## config.mk

```make
export PLATFORM = sky130hd
export DESIGN_NAME = shsort_useq
export DESIGN_NICKNAME = d
export VERILOG_FILES = /design/src/rtl/shsort_pkg.sv /design/src/rtl/shsort_useq.sv
export SDC_FILE = /design/constraint.sdc
export NUM_CORES = 1
export LEC_CHECK = 0
export ABC_AREA = 1
export BUFFER_PORTS_ARGS = -buffer_cell sky130_fd_sc_hd__buf_2
export CORE_AREA = 2 2 39 41
export CTS_CLUSTER_DIAMETER = 40
export DETAILED_ROUTE_END_ITERATION = 8
export DIE_AREA = 0 0 41 43
export PLACE_DENSITY = 0.71
export SLEW_MARGIN = 20
export SYNTH_ARGS = -nofsm -noshare
export SYNTH_HDL_FRONTEND = slang
export SYNTH_SLANG_ARGS = --single-unit
```

## constraint.sdc

```tcl
create_clock -name clk -period 2 [get_ports clk]
set_input_delay 0.4 -clock clk [delete_from_list [all_inputs] [get_ports clk]]
set_output_delay 0.4 -clock clk [all_outputs]
set_load 0.03 [all_outputs]
```

## src/rtl/shsort_pkg.sv

```systemverilog
// Shared types, constants and tables for the shellsort batch sorter.
// Holds the Sedgewick gap table, the microcode ROM and control structs.
// No dependencies.
package shsort_pkg;

  localparam int MAX_ELEMENTS_DEF = 1024;
  localparam int VALUE_WIDTH_DEF  = 32;

  // configuration register
  localparam int                COUNT_W           = 11;
  localparam logic [COUNT_W-1:0] COUNT_RESET      = 11'd1024;
  localparam int                PADDR_W           = 3;
  localparam logic              REG_ELEMENT_COUNT = 1'b0;

  // input actions
  localparam logic ACT_LOAD  = 1'b0;
  localparam logic ACT_FETCH = 1'b1;

  // gap table
  localparam int GAP_W     = 18;
  localparam int GAP_IDX_W = 4;

  function automatic logic [GAP_W-1:0] gap_of(input logic [GAP_IDX_W-1:0] k);
    logic [GAP_W-1:0] g;
    unique case (k)
      4'd0:  g = 18'd1;
      4'd1:  g = 18'd5;
      4'd2:  g = 18'd19;
      4'd3:  g = 18'd41;
      4'd4:  g = 18'd109;
      4'd5:  g = 18'd209;
      4'd6:  g = 18'd505;
      4'd7:  g = 18'd929;
      4'd8:  g = 18'd2161;
      4'd9:  g = 18'd3905;
      4'd10: g = 18'd8929;
      4'd11: g = 18'd16001;
      4'd12: g = 18'd36289;
      4'd13: g = 18'd64769;
      4'd14: g = 18'd146305;
      4'd15: g = 18'd260609;
    endcase
    return g;
  endfunction

  // microcode
  localparam int STEP_W = 3;
  typedef logic [STEP_W-1:0] step_t;

  localparam step_t STEP_FIND  = 3'd0;
  localparam step_t STEP_GAP   = 3'd1;
  localparam step_t STEP_ITEST = 3'd2;
  localparam step_t STEP_HOLD  = 3'd3;
  localparam step_t STEP_CMP   = 3'd4;
  localparam step_t STEP_PLACE = 3'd5;
  localparam step_t STEP_KDEC  = 3'd6;
  localparam step_t STEP_DONE  = 3'd7;

  typedef enum logic [2:0] {
    COND_ALWAYS,
    COND_GAP_FITS,
    COND_I_DONE,
    COND_SHIFT_MORE,
    COND_K_NONZERO
  } cond_t;

  typedef enum logic [1:0] {
    GUARD_ALL,
    GUARD_COND,
    GUARD_GREATER
  } guard_t;

  typedef enum logic [1:0] {
    RD_NONE,
    RD_I,
    RD_J_G,
    RD_J_2G
  } rd_sel_t;

  typedef enum logic [1:0] {
    WR_NONE,
    WR_SHIFT,
    WR_HOLD
  } wr_sel_t;

  typedef struct packed {
    cond_t   cond;
    step_t   target;
    guard_t  guard;
    logic    k_inc;
    logic    k_dec;
    logic    g_load;
    logic    i_load;
    logic    i_inc;
    logic    j_load;
    logic    j_sub;
    logic    hold_load;
    rd_sel_t rd;
    wr_sel_t wr;
    logic    done;
  } ucode_t;

  typedef struct packed {
    logic    k_inc;
    logic    k_dec;
    logic    g_load;
    logic    i_load;
    logic    i_inc;
    logic    j_load;
    logic    j_sub;
    logic    hold_load;
    rd_sel_t rd;
    wr_sel_t wr;
  } dp_ctrl_t;

  typedef struct packed {
    logic gap_fits;
    logic i_done;
    logic shift_more;
    logic greater;
    logic k_nonzero;
  } sort_stat_t;

  function automatic ucode_t ucode_rom(input step_t step);
    ucode_t w;
    w        = '0;
    w.cond   = COND_ALWAYS;
    w.target = STEP_FIND;
    w.guard  = GUARD_ALL;
    w.rd     = RD_NONE;
    w.wr     = WR_NONE;
    unique case (step)
      STEP_FIND: begin
        // climb to the largest gap that fits the batch
        w.cond   = COND_GAP_FITS;
        w.target = STEP_FIND;
        w.guard  = GUARD_COND;
        w.k_inc  = 1'b1;
      end
      STEP_GAP: begin
        w.g_load = 1'b1;
        w.i_load = 1'b1;
        w.target = STEP_ITEST;
      end
      STEP_ITEST: begin
        w.cond   = COND_I_DONE;
        w.target = STEP_KDEC;
        w.rd     = RD_I;
        w.j_load = 1'b1;
      end
      STEP_HOLD: begin
        w.hold_load = 1'b1;
        w.rd        = RD_J_G;
        w.target    = STEP_CMP;
      end
      STEP_CMP: begin
        // shift the larger neighbour up and fetch the next one down
        w.cond   = COND_SHIFT_MORE;
        w.target = STEP_CMP;
        w.guard  = GUARD_GREATER;
        w.wr     = WR_SHIFT;
        w.j_sub  = 1'b1;
        w.rd     = RD_J_2G;
      end
      STEP_PLACE: begin
        w.wr     = WR_HOLD;
        w.i_inc  = 1'b1;
        w.target = STEP_ITEST;
      end
      STEP_KDEC: begin
        w.cond   = COND_K_NONZERO;
        w.target = STEP_GAP;
        w.guard  = GUARD_COND;
        w.k_dec  = 1'b1;
      end
      STEP_DONE: begin
        w.target = STEP_FIND;
        w.done   = 1'b1;
      end
    endcase
    return w;
  endfunction

endpackage

```

## src/rtl/shsort_useq.sv

```systemverilog
// Microcode sequencer: step counter, control ROM and conditional jumps.
// Depends on shsort_pkg.
module shsort_useq
  import shsort_pkg::*;
(
  input  logic       clk,
  input  logic       rst_n,
  input  logic       run,
  input  sort_stat_t stat,
  output dp_ctrl_t   ctrl,
  output logic       done
);

  step_t  step_r;
  step_t  step_nxt;
  ucode_t word;
  logic   cond_true;
  logic   gate;
  logic   act;

  assign word = ucode_rom(step_r);

  always_comb begin
    unique case (word.cond)
      COND_ALWAYS:     cond_true = 1'b1;
      COND_GAP_FITS:   cond_true = stat.gap_fits;
      COND_I_DONE:     cond_true = stat.i_done;
      COND_SHIFT_MORE: cond_true = stat.shift_more;
      COND_K_NONZERO:  cond_true = stat.k_nonzero;
      default:         cond_true = 1'b0;
    endcase
  end

  always_comb begin
    unique case (word.guard)
      GUARD_ALL:     gate = 1'b1;
      GUARD_COND:    gate = cond_true;
      GUARD_GREATER: gate = stat.greater;
      default:       gate = 1'b0;
    endcase
  end

  assign act = run & gate;

  always_comb begin
    ctrl.k_inc     = act & word.k_inc;
    ctrl.k_dec     = act & word.k_dec;
    ctrl.g_load    = act & word.g_load;
    ctrl.i_load    = act & word.i_load;
    ctrl.i_inc     = act & word.i_inc;
    ctrl.j_load    = act & word.j_load;
    ctrl.j_sub     = act & word.j_sub;
    ctrl.hold_load = act & word.hold_load;
    ctrl.rd        = act ? word.rd : RD_NONE;
    ctrl.wr        = act ? word.wr : WR_NONE;
    done           = run & word.done;
  end

  always_comb begin
    if (!run) begin
      step_nxt = STEP_FIND;
    end else if (cond_true) begin
      step_nxt = word.target;
    end else begin
      step_nxt = step_r + STEP_W'(1);
    end
  end

  always_ff @(posedge clk) begin
    if (!rst_n) begin
      step_r <= STEP_FIND;
    end else begin
      step_r <= step_nxt;
    end
  end

endmodule

```

# Word-level counts from Yosys, hierarchy flattened
# Cells that the tools add are included.
[op_classes]
shifts = 0
multipliers = 0
n_eq_ne = 13
n_mux = 18
reduce_logical = 8
n_bitwise = 10
n_addsub = 1
n_div = 0
n_lt_le_gt_ge = 0
[op_table]
columns = ["cell", "count"]
rows = [
  ["== test 3 bit (second input constant)", 5],
  ["one-hot mux 3 bit (5 select lines)", 1],
  ["== test 3 x 2 -> 1 bit (second input constant)", 4],
  ["one-hot mux 3 bit (4 select lines)", 1],
  ["bitwise AND 1 bit", 10],
  ["one-hot mux 2 bit (2 select lines)", 2],
  ["OR reduction 2 bit", 4],
  ["2-to-1 mux 1 bit", 7],
  ["== test 3 x 1 -> 1 bit (second input constant)", 2],
  ["zero test 3 bit", 2],
  ["2-to-1 mux 2 bit", 3],
  ["one-hot mux 2 bit (3 select lines)", 1],
  ["one-hot mux 1 bit (5 select lines)", 1],
  ["adder 3 x 1 -> 3 bit (second input constant)", 1],
  ["2-to-1 mux 3 bit", 1],
  ["one-hot mux 1 bit (3 select lines)", 1],
  ["== test 2 x 1 -> 1 bit (second input constant)", 1],
  ["== test 2 bit (second input constant)", 1],
  ["zero test 2 bit", 1],
  ["AND reduction 2 bit", 1],
]
[word_totals]
latch_bits = 0
out_inout_bits = 13
ff_bits = 3
memories = 0
romBits = 0
ram_bits = 0

# Logic depth before layout (Yosys ltp)
[depth]
word_depth = 7
ltp_mapped = 12
mapped_depth_nobuf = 11

# Least setup slack after synthesis
# Ideal clock, no wire load.
[synth_path]
path_kind = "reg-to-output"
from = "reg step_r[0]"
to = "out ctrl[9] (netlist name)"
setup_slack_ps = -390
path_buffers = 1
t_arrival_ps = 1990
stages_incl_launch_ff = 13
t_required_ps = 1600
path_cell_list = "dfxtp_1 -> inv_1 -> ha_1 -> nand2_1 -> nand3_1 -> nand2_1 -> nand2_1 -> nand3_2 -> nand3_1 -> nand2_1 -> nand2_4 -> nor2_1 -> buf_4"
[synth_lines]
columns = ["item", "line", "text"]
rows = [
  ["start: declaration", "shsort_useq.sv:14", "step_t step_r;"],
  ["start signal: assignment", "shsort_useq.sv:73", "step_r <= step_nxt;"],
  ["end: declaration", "shsort_useq.sv:10", "output dp_ctrl_t ctrl,"],
]

==> flow_summary.toml <==
[outcome]
status = "finished, violations left"
violations = "setup timing"

[worst_setup_path]
crit_buf_inv = 2
path_cells = "inv_4, ha_4, nand2_4, nand2_2, nand3_2, nand2_2, nand3_2, nand2_4, nand2_4, nor2_4, buf_6"
crit_type = "flop to output pin"
crit_required_ns = 1.60
arrival_ns = 1.74
crit_slowest_cell = "dfxtp_4"
crit_fanout = 6
crit_top_cell = "nand2_4"
max_stage_delay_ns = 0.34
worstSetupStartpointType = "flop"
cp_top_family = "simple AND/OR/NAND/NOR gates"
worst_setup_path_end_kind = "output pin"

[synthesis]
syn_area_sq_um = 418
synthMuxAreaShare_pct = 0
synth_xor_area_share_pct = 0
yosys-top-cells-area = "nand2_1, ha_1, dfxtp_1"
syn_inst = 73
synth_compound_area_share_pct = 4.79
yosysUniqueCellTypes = 13
syn_nets = 87
synth.avg_cell_area_sq_um = 5.72
yosysMostFrequentCell = "nand2_1"
synth_edf_count = 0
ys_seq_area_share_pct = 14.4
synth_top_area_share_pct = 20.7
ys.flop_type = "dfxtp_1"
yosys.area_share.simple_pct = 49.4
synth_top_area_cell = "nand2_1"
synth_top_family_by_area = "simple AND/OR/NAND/NOR gates"
async_reset_ff_share_pct = 0
synth_fa_ha_area_share_pct = 18.0
synth_seq_cells = 3
yosysWarnings = 0
synth_commonest_cells = "nand2_1, nor2_1, inv_1, ha_1, nand3_1"

[drt]
antenna_left = 0
wl_per_cell_um = 9.75
drtIter0Drc = 6
dr_total_vias = 571
route.detailed.drc = 0
wirelength_mm = 1.21
vias_per_cell = 4.60
first_pass_iters = 4

[finish]
final_area_sq_um = 865
drive_above_1_share_pct = 61.1
nets = 123
largest_register = "step_r"
reg.largest.list = "step_r x3"
antenna_cells = 0
largest_reg_flops = 3
fillers = 122
area_growth_pct = 107
final_core_util_pct = 62.5
instances_no_fill = 124

[global_route]
grt_pass1_vias = 502
grt_max_degree = 9
antenna_found_initial = 0
grt_pass1_wl_mm = 1.93
overflow = 0
grt_usage_pct = 15.3

[cts]
numCtsBuffers = 3
insertion_delay_ns = 0.23
clk_pin_slew_ns = 0.03
cts.sinks = 3
ctsLongestPathBuffers = 2
h-tree-depth = 1
cts_tree = "yes"
clockRootBuffer = "clkbuf_4"

[placement]
hpwl_um = 884
dp_slack_ns = -0.000675
portBuffers = 20
placed_cells = 111
dpl_cell_area_sq_um = 638
globalplace.congestion = 0.748

[power]
p_total_mw = 0.973
p_leak_nw = 0.443
share_seq_of_total_power_pct = 9.7
clkPwrFrac_pct = 10.5
peakVddDrop_mv = 0.596
comb_power_share_pct = 79.8
p_sw_share_pct = 50.8
switchingPower_mw = 0.495
powerDensity_mw_per_mm2 = 1130
cell_internal_pwr_mw = 0.478

[sta]
final_hold_viol_count = 0
period_needed_ns = 2.14
fin_skew_ns = 0.000144
postLayoutSetupSlackWorst_ns = -0.136
finalSetupTns_ns = -1.38
relSlewSlack_pct = 78.5
rsz0062_at_grt = "yes"
holdWs_ns = 0.423
fmax_mhz = 468
setup_violations = 12
tightest_slew_ns = 0.318
slew_viol_final = 0
finalCritPeriodShare_pct = 107

[die]
dieArea_sq_mm = 0.00176
placementRows = 14
die_w_um = 41
start_util_pct = 30.2
fp.dieH_um = 43
num_io_pins = 21
core_region_area_sq_mm = 0.00138

[job]
drv_cap = 0

[hold_path]
min_path_type = "input pin to flop"
-- power by group through the flow --
stage               clock network (mW)  registers (mW)  logic, mW
detailed placement                   0          0.0959      0.552
global route                     0.116          0.0966      0.845
finish                           0.102          0.0943      0.777
floorplan                            0          0.0986      0.421
global placement                     0          0.0953      0.540
CTS                              0.108          0.0943      0.713
-- path summary, 6_finish.rpt --
path | slack, ns | start | end | depth (start not counted)
setup / recovery | -0.14 | step_r[0] | ctrl[8] | 11
hold / removal | 0.42 | rst_n | step_r[1] | 3
setup reg to reg | 0.30 | step_r[0] | step_r[2] | 14
hold reg to reg | 0.70 | step_r[2] | step_r[0] | 3
-- cells by family after synthesis --
logic type,after synthesis
compound gates,4
fa+ha+maj,6
buf+inv,13
flops,3
simple gates,47
-- placed cells by master, fill, tap and decap left out, types with 3 or more instances in the layout --
master,instances
buf_4,12
buf_2,8
nand3_1,3
buf_6,12
nor2_1,4
ha_1,4
nand3_2,5
a21oi_1,3
inv_1,8
nand2_1,16
nand2_2,4
nand2_4,4
nor2_2,6
nor2_4,4
clkbuf_4,3
-- worst min-delay path, stage by stage --
cell	delay, ns
buf_2	0.09
nand2_1	0.07
a21oi_1	0.04
-- cell type report --
type                            count  area [sq um]  area share (%)
Tap cell                           16          20.0            2.32
Multi-Input combinational cell     58           439            50.8
Sequential cell                     3          67.6            7.81
Timing Repair Buffer               32           265            30.7
Clock buffer                        4          26.3            3.04
Inverter                           11          46.3            5.35
-- what timing repair did --
action / CTS / global route
hold buffers: 0 / 0
pin swaps: 7 / 9
setup endpoints to repair: 12 / 12
gates resized for setup: 35 / 3
setup buffers: 5 / 3
cloned: 1 / 0
-- layer usage --
metal  GRT usage [%]  routed length, um  vias to the layer above
li1                -                  -                      295
met1            18.6                492                      255
met2            25.0                651                       19
met3            2.09                 52                        2
met4            7.33                 14                        0
met5               0                  0                        -
Note: power is estimated with default switching activity, not from simulation.
